===== config.mk =====
export PLATFORM = sky130hd
export DESIGN_NAME = status_led_pattern_sequencer
export DESIGN_NICKNAME = d
export VERILOG_FILES = /design/src/hdl/slps_pkg.sv /design/src/hdl/slps_fifo.sv /design/src/hdl/slps_front.sv /design/src/hdl/slps_engine.sv /design/src/hdl/status_led_pattern_sequencer.sv
export SDC_FILE = /design/constraint.sdc
export NUM_CORES = 1
export LEC_CHECK = 0
export ABC_CLOCK_PERIOD_IN_PS = 9000
export BUFFER_PORTS_ARGS = -buffer_cell sky130_fd_sc_hd__buf_2
export CAP_MARGIN = 20
export CORE_ASPECT_RATIO = 1.2
export CORE_MARGIN = 2
export CORE_UTILIZATION = 40
export CTS_CLUSTER_DIAMETER = 50
export DETAILED_ROUTE_END_ITERATION = 10
export REMOVE_ABC_BUFFERS = 1
export SLEW_MARGIN = 10
export SYNTH_ARGS = -nofsm -noshare
export SYNTH_HDL_FRONTEND = slang
export SYNTH_SLANG_ARGS = --single-unit

===== constraint.sdc =====
create_clock -name clock -period 9 [get_ports clock]
set_input_delay 0.45 -clock clock [delete_from_list [all_inputs] [get_ports clock]]
set_output_delay 0.45 -clock clock [all_outputs]
set_load 0.05 [all_outputs]

===== src/hdl/slps_pkg.sv =====
`timescale 1ns / 1ps

package slps_pkg;

   typedef enum logic [2:0] {
      MODE_STARTUP    = 3'd0,
      MODE_CONNECTING = 3'd1,
      MODE_CONNECTED  = 3'd2,
      MODE_FAILED     = 3'd3,
      MODE_OFF        = 3'd4,
      MODE_AP         = 3'd5,
      MODE_POWER_OFF  = 3'd6,
      MODE_IDLE       = 3'd7
   } mode_type;

   typedef enum logic [1:0] {
      CSR_SLOW_BLINK  = 2'd0,
      CSR_FAST_BLINK  = 2'd1,
      CSR_HOLD        = 2'd2,
      CSR_PASS_PERIOD = 2'd3
   } csr_index_type;

   localparam int CSR_ADDR_W = 2;
   localparam int CSR_DATA_W = 16;
   localparam int TIME_W     = 32;
   localparam int INTERVAL_W = 16;
   localparam int PERIOD_W   = 10;
   localparam int CMD_W      = 3;

   localparam logic [INTERVAL_W-1:0] SLOW_BLINK_RESET  = 16'd500;
   localparam logic [INTERVAL_W-1:0] FAST_BLINK_RESET  = 16'd100;
   localparam logic [INTERVAL_W-1:0] HOLD_RESET        = 16'd2000;
   localparam logic [PERIOD_W-1:0]   PASS_PERIOD_RESET = 10'd100;

   localparam int MSG_DEPTH_DEFAULT   = 16;
   localparam int DEFER_DEPTH_DEFAULT = 16;

   typedef struct packed {
      logic     has_cmd;
      mode_type cmd;
   } pass_word_type;

   typedef struct packed {
      logic push_a;
      logic push_b;
      logic pop;
   } fifo_ctl_type;

endpackage


===== src/hdl/slps_fifo.sv =====
`timescale 1ns / 1ps

module slps_fifo import slps_pkg::*; #(
   parameter int DEPTH = MSG_DEPTH_DEFAULT,
   localparam int PW = $clog2(DEPTH),
   localparam int CW = $clog2(DEPTH + 1)
) (
   input  logic             clock,
   input  logic             reset,
   input  fifo_ctl_type     ctl,
   input  logic [CMD_W-1:0] a_data,
   input  logic [CMD_W-1:0] b_data,
   output logic [CW-1:0]    count,
   output logic [CMD_W-1:0] head_data,
   output logic             busy
);

   logic [CMD_W-1:0] mem [DEPTH];
   logic [CMD_W-1:0] rd_ff;

   logic [PW-1:0]    head_ff, head_in;
   logic [PW-1:0]    tail_ff, tail_in;
   logic [CW-1:0]    count_ff, count_in;
   logic             pend_ff, pend_in;
   logic [PW-1:0]    pend_addr_ff, pend_addr_in;
   logic [CMD_W-1:0] pend_data_ff, pend_data_in;

   logic             we;
   logic [PW-1:0]    wa;
   logic [CMD_W-1:0] wd;
   logic [PW-1:0]    tail_next;

   function automatic logic [PW-1:0] ptr_inc(input logic [PW-1:0] p);
      logic [PW-1:0] r;
      if (p == PW'(DEPTH - 1)) begin
         r = '0;
      end else begin
         r = p + 1'b1;
      end
      return r;
   endfunction

   always_comb begin
      tail_next    = ptr_inc(tail_ff);
      we           = 1'b0;
      wa           = tail_ff;
      wd           = a_data;
      pend_in      = 1'b0;
      pend_addr_in = pend_addr_ff;
      pend_data_in = pend_data_ff;
      priority if (pend_ff) begin
         we = 1'b1;
         wa = pend_addr_ff;
         wd = pend_data_ff;
      end else if (ctl.push_a) begin
         we = 1'b1;
         // second push in the same pass is held in the pending register and written in the next cycle
         if (ctl.push_b) begin
            pend_in      = 1'b1;
            pend_addr_in = tail_next;
            pend_data_in = b_data;
         end
      end else if (ctl.push_b) begin
         we = 1'b1;
         wd = b_data;
      end
      tail_in = tail_ff;
      if (ctl.push_a && ctl.push_b) begin
         tail_in = ptr_inc(tail_next);
      end else if (ctl.push_a || ctl.push_b) begin
         tail_in = tail_next;
      end
      head_in  = ctl.pop ? ptr_inc(head_ff) : head_ff;
      count_in = count_ff + CW'(ctl.push_a) + CW'(ctl.push_b) - CW'(ctl.pop);
   end

   always_ff @(posedge clock) begin
      if (reset) begin
         head_ff  <= '0;
         tail_ff  <= '0;
         count_ff <= '0;
         pend_ff  <= 1'b0;
      end else begin
         head_ff  <= head_in;
         tail_ff  <= tail_in;
         count_ff <= count_in;
         pend_ff  <= pend_in;
      end
   end

   always_ff @(posedge clock) begin
      pend_addr_ff <= pend_addr_in;
      pend_data_ff <= pend_data_in;
   end

   // head prefetch, write-first on a same-address write
   always_ff @(posedge clock) begin
      if (we) begin
         mem[wa] <= wd;
      end
      if (we && (wa == head_in)) begin
         rd_ff <= wd;
      end else begin
         rd_ff <= mem[head_in];
      end
   end

   assign count     = count_ff;
   assign head_data = rd_ff;
   assign busy      = pend_ff;

endmodule


===== src/hdl/slps_front.sv =====
`timescale 1ns / 1ps

module slps_front import slps_pkg::*; (
   input  logic             clock,
   input  logic             reset,
   input  logic             req_valid,
   output logic             req_stall,
   input  logic             req_cmd_valid,
   input  logic [CMD_W-1:0] req_cmd,
   output logic             q_valid,
   output pass_word_type    q_word,
   input  logic             q_pop
);

   pass_word_type slot_ff [2];
   logic          wr_ptr_ff, wr_ptr_in;
   logic          rd_ptr_ff, rd_ptr_in;
   logic [1:0]    count_ff, count_in;
   logic          accept;
   pass_word_type word_in;

   always_comb begin
      req_stall       = (count_ff == 2'd2);
      accept          = req_valid && !req_stall;
      word_in.has_cmd = req_cmd_valid;
      word_in.cmd     = mode_type'(req_cmd);
      q_valid         = (count_ff != 2'd0);
      q_word          = slot_ff[rd_ptr_ff];
      wr_ptr_in       = accept ? !wr_ptr_ff : wr_ptr_ff;
      rd_ptr_in       = q_pop ? !rd_ptr_ff : rd_ptr_ff;
      count_in        = count_ff + 2'(accept) - 2'(q_pop);
   end

   always_ff @(posedge clock) begin
      if (reset) begin
         wr_ptr_ff <= 1'b0;
         rd_ptr_ff <= 1'b0;
         count_ff  <= 2'd0;
      end else begin
         wr_ptr_ff <= wr_ptr_in;
         rd_ptr_ff <= rd_ptr_in;
         count_ff  <= count_in;
      end
   end

   always_ff @(posedge clock) begin
      if (accept) begin
         slot_ff[wr_ptr_ff] <= word_in;
      end
   end

endmodule


===== src/hdl/slps_engine.sv =====
`timescale 1ns / 1ps

module slps_engine import slps_pkg::*; #(
   parameter int MSG_DEPTH = MSG_DEPTH_DEFAULT,
   parameter int DEFER_DEPTH = DEFER_DEPTH_DEFAULT,
   localparam int MCW = $clog2(MSG_DEPTH + 1),
   localparam int DCW = $clog2(DEFER_DEPTH + 1)
) (
   input  logic                  clock,
   input  logic                  reset,
   input  logic                  csr_we,
   input  logic [CSR_ADDR_W-1:0] csr_addr,
   input  logic [CSR_DATA_W-1:0] csr_wdata,
   input  logic                  q_valid,
   input  pass_word_type         q_word,
   output logic                  q_pop,
   output fifo_ctl_type          msg_ctl,
   output logic [CMD_W-1:0]      msg_a_data,
   output logic [CMD_W-1:0]      msg_b_data,
   input  logic [MCW-1:0]        msg_count,
   input  logic [CMD_W-1:0]      msg_head,
   input  logic                  msg_busy,
   output fifo_ctl_type          dfr_ctl,
   output logic [CMD_W-1:0]      dfr_data,
   input  logic [DCW-1:0]        dfr_count,
   input  logic [CMD_W-1:0]      dfr_head,
   input  logic                  dfr_busy,
   output logic                  rsp_valid,
   input  logic                  rsp_stall,
   output logic                  rsp_led_on,
   output logic [CMD_W-1:0]      rsp_mode,
   output logic                  rsp_cmd_dropped,
   output logic                  rsp_pass_deferred
);

   logic [INTERVAL_W-1:0] slow_ff, fast_ff, hold_ms_ff;
   logic [PERIOD_W-1:0]   period_ff;

   mode_type          mode_ff, mode_in;
   mode_type          prev_mode_ff, prev_mode_in;
   logic [TIME_W-1:0] time_ff, time_in;
   logic [TIME_W-1:0] hold_start_ff, hold_start_in;
   logic [TIME_W-1:0] blink_start_ff, blink_start_in;
   logic              phase_ff, phase_in;
   logic              led_ff, led_in;

   logic              rsp_valid_ff, rsp_valid_in;
   logic              rsp_led_ff;
   mode_type          rsp_mode_ff;
   logic              rsp_drop_ff;
   logic              rsp_defer_ff;

   logic                  out_free, go;
   logic                  msg_full, msg_full2, dfr_full;
   logic                  push_a, push_b, dfr_push, requeue;
   logic                  have_msg, deferred, drop, active;
   logic [MCW-1:0]        cnt1, cnt2;
   mode_type              msg, mode1, mode2;
   logic [TIME_W-1:0]     hold1, elapsed_blink, elapsed_hold;
   logic [INTERVAL_W-1:0] interval;
   logic                  blink_due, hold_due, led1, led2;

   always_comb begin
      out_free = !rsp_valid_ff || !rsp_stall;
      go       = q_valid && out_free && !msg_busy && !dfr_busy;
      q_pop    = go;

      msg_full = (msg_count == MCW'(MSG_DEPTH));
      push_a   = go && q_word.has_cmd && !msg_full;
      drop     = go && q_word.has_cmd && msg_full;
      cnt1     = msg_count + MCW'(push_a);
      have_msg = go && (cnt1 != '0);
      msg      = (msg_count == '0) ? q_word.cmd : mode_type'(msg_head);

      deferred = have_msg && (mode_ff == MODE_CONNECTED);
      dfr_full = (dfr_count == DCW'(DEFER_DEPTH));
      dfr_push = deferred && !dfr_full;
      if (deferred && dfr_full) begin
         drop = 1'b1;
      end
      active = go && !deferred;

      // entry action of the new mode
      mode1 = mode_ff;
      hold1 = hold_start_ff;
      led1  = led_ff;
      if (have_msg && !deferred) begin
         mode1 = msg;
         unique case (msg)
            MODE_CONNECTED, MODE_FAILED, MODE_POWER_OFF: hold1 = time_ff;
            MODE_OFF: led1 = 1'b0;
            MODE_AP: led1 = 1'b1;
            default: ;
         endcase
      end

      // mode pattern
      elapsed_blink  = time_ff - blink_start_ff;
      elapsed_hold   = time_ff - hold1;
      interval       = (mode1 == MODE_POWER_OFF) ? fast_ff : slow_ff;
      blink_due      = elapsed_blink > {{(TIME_W-INTERVAL_W){1'b0}}, interval};
      hold_due       = elapsed_hold > {{(TIME_W-INTERVAL_W){1'b0}}, hold_ms_ff};
      mode2          = mode1;
      led2           = led1;
      blink_start_in = blink_start_ff;
      phase_in       = phase_ff;
      if (active) begin
         unique case (mode1)
            MODE_STARTUP, MODE_CONNECTING, MODE_POWER_OFF: begin
               if (blink_due) begin
                  blink_start_in = time_ff;
                  phase_in       = !phase_ff;
                  led2           = !phase_ff;
               end
            end
            MODE_CONNECTED, MODE_FAILED: begin
               if (hold_due) begin
                  led2  = 1'b0;
                  mode2 = MODE_IDLE;
               end
            end
            default: ;
         endcase
      end

      // entering idle brings back one deferred word
      requeue   = active && (prev_mode_ff != mode2) && (mode2 == MODE_IDLE)
                  && (dfr_count != '0);
      cnt2      = cnt1 - MCW'(have_msg);
      msg_full2 = (cnt2 == MCW'(MSG_DEPTH));
      push_b    = requeue && !msg_full2;
      if (requeue && msg_full2) begin
         drop = 1'b1;
      end

      prev_mode_in  = active ? mode2 : prev_mode_ff;
      time_in       = active ? time_ff + {{(TIME_W-PERIOD_W){1'b0}}, period_ff} : time_ff;
      mode_in       = mode2;
      hold_start_in = hold1;
      led_in        = led2;

      msg_ctl.push_a = push_a;
      msg_ctl.push_b = push_b;
      msg_ctl.pop    = have_msg;
      msg_a_data     = q_word.cmd;
      msg_b_data     = dfr_head;
      dfr_ctl.push_a = dfr_push;
      dfr_ctl.push_b = 1'b0;
      dfr_ctl.pop    = requeue;
      dfr_data       = msg;

      if (go) begin
         rsp_valid_in = 1'b1;
      end else if (!rsp_stall) begin
         rsp_valid_in = 1'b0;
      end else begin
         rsp_valid_in = rsp_valid_ff;
      end
   end

   always_ff @(posedge clock) begin
      if (reset) begin
         slow_ff        <= SLOW_BLINK_RESET;
         fast_ff        <= FAST_BLINK_RESET;
         hold_ms_ff     <= HOLD_RESET;
         period_ff      <= PASS_PERIOD_RESET;
         mode_ff        <= MODE_IDLE;
         prev_mode_ff   <= MODE_IDLE;
         time_ff        <= '0;
         hold_start_ff  <= '0;
         blink_start_ff <= '0;
         phase_ff       <= 1'b0;
         led_ff         <= 1'b1;
         rsp_valid_ff   <= 1'b0;
      end else begin
         if (csr_we) begin
            unique case (csr_index_type'(csr_addr))
               CSR_SLOW_BLINK:  slow_ff    <= csr_wdata;
               CSR_FAST_BLINK:  fast_ff    <= csr_wdata;
               CSR_HOLD:        hold_ms_ff <= csr_wdata;
               CSR_PASS_PERIOD: period_ff  <= csr_wdata[PERIOD_W-1:0];
            endcase
         end
         mode_ff        <= mode_in;
         prev_mode_ff   <= prev_mode_in;
         time_ff        <= time_in;
         hold_start_ff  <= hold_start_in;
         blink_start_ff <= blink_start_in;
         phase_ff       <= phase_in;
         led_ff         <= led_in;
         rsp_valid_ff   <= rsp_valid_in;
      end
   end

   always_ff @(posedge clock) begin
      if (go) begin
         rsp_led_ff   <= led_in;
         rsp_mode_ff  <= mode_in;
         rsp_drop_ff  <= drop;
         rsp_defer_ff <= deferred;
      end
   end

   assign rsp_valid         = rsp_valid_ff;
   assign rsp_led_on        = rsp_led_ff;
   assign rsp_mode          = rsp_mode_ff;
   assign rsp_cmd_dropped   = rsp_drop_ff;
   assign rsp_pass_deferred = rsp_defer_ff;

endmodule


===== src/hdl/status_led_pattern_sequencer.sv =====
`timescale 1ns / 1ps

// channel  ports                                   handshake
// req      req_cmd_valid req_cmd                   req_valid / req_stall
// rsp      rsp_led_on rsp_mode rsp_cmd_dropped     rsp_valid / rsp_stall
//          rsp_pass_deferred
// csr      csr_addr csr_wdata                      csr_we
//
// one pass per cycle unless rsp_stall or a busy write port holds it; a word goes from req to rsp
// through the input queue and the result register; a pass that both stores a new command and
// brings back a deferred one makes the engine wait for its second write: the message memory has a single write port
// synchronous reset clears the queues and the mode state, no clearing pass
// rsp_stall holds the result register; the 2-word input queue then fills and raises req_stall

module status_led_pattern_sequencer import slps_pkg::*; #(
   parameter int MSG_DEPTH = MSG_DEPTH_DEFAULT,
   parameter int DEFER_DEPTH = DEFER_DEPTH_DEFAULT
) (
   input  logic                  clock,
   input  logic                  reset,
   input  logic                  csr_we,
   input  logic [CSR_ADDR_W-1:0] csr_addr,
   input  logic [CSR_DATA_W-1:0] csr_wdata,
   input  logic                  req_valid,
   output logic                  req_stall,
   input  logic                  req_cmd_valid,
   input  logic [CMD_W-1:0]      req_cmd,
   output logic                  rsp_valid,
   input  logic                  rsp_stall,
   output logic                  rsp_led_on,
   output logic [CMD_W-1:0]      rsp_mode,
   output logic                  rsp_cmd_dropped,
   output logic                  rsp_pass_deferred
);

   localparam int MCW = $clog2(MSG_DEPTH + 1);
   localparam int DCW = $clog2(DEFER_DEPTH + 1);

   logic             q_valid, q_pop;
   pass_word_type    q_word;
   fifo_ctl_type     msg_ctl, dfr_ctl;
   logic [CMD_W-1:0] msg_a_data, msg_b_data, msg_head;
   logic [CMD_W-1:0] dfr_data, dfr_head;
   logic [MCW-1:0]   msg_count;
   logic [DCW-1:0]   dfr_count;
   logic             msg_busy, dfr_busy;

   slps_front u_front (
      .clock         (clock),
      .reset         (reset),
      .req_valid     (req_valid),
      .req_stall     (req_stall),
      .req_cmd_valid (req_cmd_valid),
      .req_cmd       (req_cmd),
      .q_valid       (q_valid),
      .q_word        (q_word),
      .q_pop         (q_pop)
   );

   slps_fifo #(.DEPTH(MSG_DEPTH)) u_msg_fifo (
      .clock     (clock),
      .reset     (reset),
      .ctl       (msg_ctl),
      .a_data    (msg_a_data),
      .b_data    (msg_b_data),
      .count     (msg_count),
      .head_data (msg_head),
      .busy      (msg_busy)
   );

   slps_fifo #(.DEPTH(DEFER_DEPTH)) u_dfr_fifo (
      .clock     (clock),
      .reset     (reset),
      .ctl       (dfr_ctl),
      .a_data    (dfr_data),
      .b_data    (dfr_data),
      .count     (dfr_count),
      .head_data (dfr_head),
      .busy      (dfr_busy)
   );

   slps_engine #(.MSG_DEPTH(MSG_DEPTH), .DEFER_DEPTH(DEFER_DEPTH)) u_engine (
      .clock             (clock),
      .reset             (reset),
      .csr_we            (csr_we),
      .csr_addr          (csr_addr),
      .csr_wdata         (csr_wdata),
      .q_valid           (q_valid),
      .q_word            (q_word),
      .q_pop             (q_pop),
      .msg_ctl           (msg_ctl),
      .msg_a_data        (msg_a_data),
      .msg_b_data        (msg_b_data),
      .msg_count         (msg_count),
      .msg_head          (msg_head),
      .msg_busy          (msg_busy),
      .dfr_ctl           (dfr_ctl),
      .dfr_data          (dfr_data),
      .dfr_count         (dfr_count),
      .dfr_head          (dfr_head),
      .dfr_busy          (dfr_busy),
      .rsp_valid         (rsp_valid),
      .rsp_stall         (rsp_stall),
      .rsp_led_on        (rsp_led_on),
      .rsp_mode          (rsp_mode),
      .rsp_cmd_dropped   (rsp_cmd_dropped),
      .rsp_pass_deferred (rsp_pass_deferred)
   );

`ifndef SYNTHESIS
   a_reset_clears_rsp: assert property (@(posedge clock) reset |=> !rsp_valid)
      else $error("rsp_valid set after reset");

   a_defer_only_connected: assert property (@(posedge clock) disable iff (reset)
      rsp_valid && rsp_pass_deferred |-> rsp_mode == MODE_CONNECTED)
      else $error("deferred pass outside connected mode");

   a_off_is_dark: assert property (@(posedge clock) disable iff (reset)
      rsp_valid && (rsp_mode == MODE_OFF) |-> !rsp_led_on)
      else $error("led lit in off mode");

   a_single_late_write: assert property (@(posedge clock) disable iff (reset)
      msg_busy |=> !msg_busy)
      else $error("message write port held two cycles");
`endif

endmodule


==> results of run 1 <==
-- power by group through the flow --
stage / clock network (mW) / registers (mW) / logic [mW]
CTS: 1.69 / 1.85 / 3.68
global placement: 0 / 1.88 / 3.61
finish: 1.65 / 1.85 / 3.78
floorplan: 0 / 1.90 / 2.53
detailed placement: 0 / 1.88 / 3.66
global route: 1.76 / 1.88 / 4.17
-- worst reg2reg max path, delay by kind of cell (launching register included) --
family	cells	cell delay [ps]
buf+inv	4	500
fa+ha+maj	8	2090
flops	1	410
compound gates	5	950
mux	2	720
simple gates	19	2900
xor+xnor	5	720
-- sequential cells by signal (all words and copies together), names as in the netlist, 8 cells and up, named ones only --
| name | cells |
|---|---|
| u_engine.time_ff | 32 |
| u_engine.blink_start_ff | 32 |
| u_engine.hold_ms_ff | 16 |
| u_msg_fifo.mem | 48 |
| u_engine.fast_ff | 16 |
| u_engine.period_ff | 10 |
| u_dfr_fifo.mem | 48 |
| u_engine.hold_start_ff | 32 |
| u_front.slot_ff | 8 |
| u_engine.slow_ff | 16 |
-- per-layer routing --
metal	vias to the layer above	track usage (%)	routed length, microns
met5	-	0	0
met4	0	6.35	1370
met3	94	2.98	1800
met2	299	34.8	22900
met1	6838	23.2	19300
li1	7220	-	-
-- cell families (layout without fill, tap and decap cells) --
| group | Yosys count | in the layout | synth area share (%) |
|---|---|---|---|
| AND/OR/NAND/NOR | 715 | 715 | 18.5 |
| AO/OA/AOI/OAI | 416 | 416 | 14.3 |
| flip-flops | 320 | 320 | 41.2 |
| buffers and inverters | 206 | 275 | 4.32 |
| adder cells (fa/ha/maj) | 135 | 135 | 9.34 |
| multiplexers | 126 | 126 | 8.52 |
| XOR/XNOR | 81 | 81 | 3.85 |
-- metrics by stage --
step	hold WS (ps)	setup TNS (ps)	instance area (sq um)	setup WS (ps)
floorplan	427	-185200	18100	-2060
global placement	441	0	19400	262
detailed placement	446	0	19400	184
CTS	74.4	0	20800	143
global route	77.1	-15.3	20900	-12.0
finish	100	0	20900	578
-- cell type report --
type,instances,area (sq um),area share (%)
tap,616,771,3.69
clock inverter,17,259,1.24
clock buffer,53,1110,5.32
timing repair buffer,79,531,2.54
multi-input combinational,1473,10200,48.7
inverter,126,473,2.26
sequential,320,7580,36.3
-- worst paths after layout --
check                                             end  cells after the start
worst max-delay path              u_msg_fifo.count[4]                     43
worst min-delay path            u_front.slot_ff[1][0]                      1
worst min register to register    u_engine.fast_ff[8]                      2
worst max register to register    u_msg_fifo.count[4]                     43
-- synth_stat cells, types with 8 or more instances --
cell       count  area share (%)
nand2b_1      24            0.82
buf_2          9            0.24
mux2i_1       93             5.1
xnor2_1       45             2.1
or2_2         12            0.41
inv_1        123             2.5
a21o_1        38             1.5
o21ai_0       73             2.0
or3_1         19            0.65
nor2_1       199             4.1
nand3b_1      24            0.98
a211oi_1      11            0.45
nand2_1      239             4.9
a2111oi_0      8            0.38
and3_1        12            0.41
nor4_1         9            0.31
dfxtp_1      203              22
nor3_1        41             1.1
nand3_1       37             1.0
ha_1         127             8.6
a21oi_1      157             4.3
a22oi_1        8            0.33
mux4_2        23             2.8
edfxtp_1     117              19
a31oi_1       17            0.58
xor2_1        36             1.7
clkbuf_1      62             1.3
nor2b_1       33             1.1
nand4_1       28            0.95
o21bai_1       8            0.33
o21a_1        17            0.69
-- repair_timing --
item,4_1_cts,5_1_grt
buffers inserted,0,1
resized for setup,0,29
endpoints found under the setup margin,0,55
==> metrics, run 1 <==
# DRC=0; worst stage delay on the critical path=410 ps; sequential share of power=25.4%; final wirelength=45,300 microns; Main synth FF type=dfxtp_1; final setup fails=0; worst min-delay path class=in2reg; Worst EP required=9400 ps; Final Skew=17.4 ps; share of layout cells above drive strength 1=10.7%; endpoints failing hold=0; status=finished, final reports clean; Final Cycle Share=93.6%; I/O Buffers=34; Initial Utilization=40.3%; Yosys reg bits=320; DR vias=14,500; critical-path maximum fanout=11; Crit. End Element=register; first-pass GRT wire length=73,700 microns; dpl cells=2,612; CP max stage cell=dfxtp_1; Mapped Area=18,400 sq um; Post-Syn Area per Cell=9.21 sq um; antenna violations before repair=0; cell leakage power=8.50 nW; hold_sp=req_cmd[0]; RePlAce Congestion=0.929; synth unique cells=84; number of H-tree levels=2; drt initial violations=827; Worst setup SP type=register; Max Fclk=119 MHz; minimum clock period=8420 ps; root buffer cell=clkbuf_16; Clk pwr share=22.7%; Global Route Usage Sum=19.3%; CTS tree=built; maximum root-to-sink buffer count=3; Peak VDD IR=205 uV; final core occ=45.7%; Rows=86; max-cap violations=0; cell internal pwr=4.38 mW; Overall Power=7.29 mW; relative slew slack=29.8%; Crit path buffers/inverters=4; first-pass iteration count of the detailed router=6; vias in the first global route=14,300; clock latency on the worst-skew pair=550 ps; sequential share of the synthesized area=41.2%; largest net degree at the start of global routing=105; dpl hpwl=34,200 microns; die width=200 microns; CP Data Arrival Time=8820 ps; Num CTS Buffers=39; Routed Antenna Nets=0; Final Max Slew Viols=0; CP delay by family, top=simple AND/OR/NAND/NOR gates; Worst Tran Pin Value=1050 ps; unrepaired setup endpoints after global routing=true; Switching Share=39.9%; Via-to-Cell Ratio=5.38; commonest non-fill, non-tap cell in the layout=nand2_1; Cell Pwr Density=349 nW/um^2; CP most frequent cell=nor2_1; Worst-path clk slew=60 ps; WS Path Type=reg2reg; Ant. Diodes=0; hold buffers post-CTS=0; P_sw=2.91 mW; combinational power share=51.9%; number of enable flip-flop cells after synthesis=117; core area=45,700 sq um; Post-Synthesis Cells=1,999; Synth async-reset ratio=0%; Ports=35; total grt overflow=0; WL/cell=16.9 microns; most frequent cells in the layout=nand2_1 (239), dfxtp_1 (202), nor2_1 (197); area delta synth->final=13.5%; Layout Cells excl Fill=2,684; synthesis warning total=0; FF-to-FF setup slack=580 ps; fillers=4,350; nets@finish=2,198; Die ar.=47,800 sq um; TritonCTS Sinks=320; die height=239 microns
Note: power is estimated with default switching activity, not from simulation.
==> run 2: changes to the inputs <==
CORE_ASPECT_RATIO = 0.8   (was 1.2)
==> run 2 against run 1 <==
Cell area grew 0.40%. Via count increased by 2.6%. Fmax is 0.70% lower. Die area about the same. Power rose by 2.3%. Setup slack lost 60 ps. Core utilization increased by 0.37 points. Sequential power hardly changed. Hold slack worse by 19 ps. Clock skew up 7.2 ps. Final cell count is 0.11% higher. Critical path type unchanged.
==> metrics, run 2 (synthesis results as in run 1) <==
share of layout cells above drive strength 1=11.3% (+0.54 points); Rows=70 (-19%); vias in the first global route=13,900 (-2.6%); Worst EP required=9410 ps (about the same); clock latency on the worst-skew pair=570 ps (+20 ps); cell leakage power=8.53 nW (+0.34%); Initial Utilization=40.4% (+0.17 points); CTS tree=built; first-pass iteration count of the detailed router=5 (-1); Worst-path clk slew=60 ps (about the same); largest net degree at the start of global routing=116 (+10%); Overall Power=7.45 mW (+2.3%); die height=196 microns (-18%); Cells on Worst Hold Path=1 (unchanged); Max Fclk=118 MHz (-0.70%); Worst setup SP type=register; CP max stage cell=o41ai_1; CP Data Arrival Time=8890 ps (+70 ps); most frequent cells in the layout=nand2_1 (239), dfxtp_1 (202), nor2_1 (198); maximum root-to-sink buffer count=3 (unchanged); Num CTS Buffers=39 (unchanged); relative slew slack=38.2% (+8.4 points); Placement Cell Area=19,400 sq um (about the same); Via-to-Cell Ratio=5.52 (+2.5%); reg2reg start=u_msg_fifo.count[0]; number of H-tree levels=2 (unchanged); Cell Pwr Density=355 nW/um^2 (+1.9%); Final Max Slew Viols=0 (unchanged); RR Endpoint=u_engine.blink_start_ff[28]; root buffer cell=clkbuf_16; Reg2Reg Depth=31 (-28%); top flop regs=u_dfr_fifo.mem: 48 flops, u_msg_fifo.mem: 48 flops; slack of the critical path=519 ps (-59.7 ps); die width=244 microns (+22%); Crit path buffers/inverters=5 (+1); Peak VDD IR=185 uV (-9.8%); core area=45,500 sq um (-0.41%); final setup fails=0 (unchanged); # DRC=0 (unchanged); Final Skew=24.7 ps (+7.24 ps); antenna violations before repair=0 (unchanged); Die ar.=47,800 sq um (about the same); worst stage delay on the critical path=790 ps (+380 ps); Post-Place Worst Slack=-11.7 ps (-196 ps); drt initial violations=1,215 (+47%); final instance area=21,000 sq um (+0.40%); commonest non-fill, non-tap cell in the layout=nand2_1; minimum clock period=8480 ps (+59.7 ps); area delta synth->final=13.9%; WL/cell=17.3 microns (+2.6%); final wirelength=46,600 microns (+2.8%); status=finished, final reports clean; Hold Slack=81.8 ps (-18.6 ps); total grt overflow=0 (unchanged); Ant. Diodes=0 (unchanged); WS Path Type=reg2reg; Final Cycle Share=94.2% (+0.66 points); CP delay by family, top=compound AO/OA/AOI/OAI gates; TritonCTS Sinks=320 (unchanged); unrepaired setup endpoints after global routing=false; DR vias=14,800 (+2.6%); Hold Crit Endpoint=u_front.slot_ff[1][1]; critical-path maximum fanout=21 (+10); dpl hpwl=34,000 microns (-0.48%); endpoints failing hold=0 (unchanged); CP most frequent cell=o21a_1; Ports=35 (unchanged); Worst Tran Pin Value=926 ps (-127 ps); critical path launch point=u_msg_fifo.count[0]; hold_sp=req_cmd[1]; RePlAce Congestion=0.926 (-0.32%); Crit. End Element=register; Routed Antenna Nets=0 (unchanged); worst min-delay path class=in2reg; FF-to-FF setup slack=520 ps (-60 ps); max-cap violations=0 (unchanged); first-pass GRT wire length=75,100 microns (+1.9%); nets@finish=2,204 (+0.27%); I/O Buffers=34 (unchanged); Global Route Usage Sum=19.4% (+0.14 points)
[run 2: report_power, final]
| part | leakage [nW] | internal, mW | switching, mW |
|---|---|---|---|
| logic | 5.17 | 1.68 | 2.27 |
| registers | 2.70 | 1.73 | 0.128 |
| clock network | 0.654 | 0.992 | 0.648 |
[run 2: stage by stage]
| step | cells | TNS (ps) | util [%] |
|---|---|---|---|
| floorplan | 1919 | -185200 | - |
| global placement | 2607 | 0 | 42.5 |
| CTS | 2680 | 0 | 45.5 |
| detailed placement | 2609 | -15.6 | 42.5 |
| global route | 2687 | 0 | 46.1 |
| finish | 2687 | 0 | 46.1 |
[run 2: worst max path at each step]
| stage | slack, ps | endpoint | cells after the start |
|---|---|---|---|
| after floorplan | -2060 | u_dfr_fifo.count[4] | 42 |
| after global placement | 220 | u_msg_fifo.count[4] | 44 |
| after detailed placement | -10 | u_dfr_fifo.count[4] | 43 |
| after CTS | 30 | u_dfr_fifo.count[4] | 42 |
| after global routing | 3 | u_msg_fifo.count[4] | 43 |
| final | 520 | u_engine.blink_start_ff[28] | 31 |
[run 2: layer usage]
| metal | share of wire [%] | global-route usage [%] |
|---|---|---|
| met1 | 49 | 29.0 |
| met2 | 42 | 28.8 |
| met3 | 6.6 | 3.72 |
| met4 | 1.8 | 4.81 |
| met5 | 0 | 0 |
[run 2: timing repair]
action / CTS / global route
endpoints found under the setup margin: 0 / 103
resized for setup: 0 / 40
setup buffers: 0 / 7
hold buffers: 0 / 0
[run 2: layout make-up]
type / count / area (sq um)
sequential: 320 / 7580
timing repair buffer: 85 / 576
clock inverter: 20 / 253
fill: 4445 / 24600
tap: 612 / 766
inverter: 126 / 473
clock buffer: 51 / 1100
multi-input combinational: 1473 / 10200
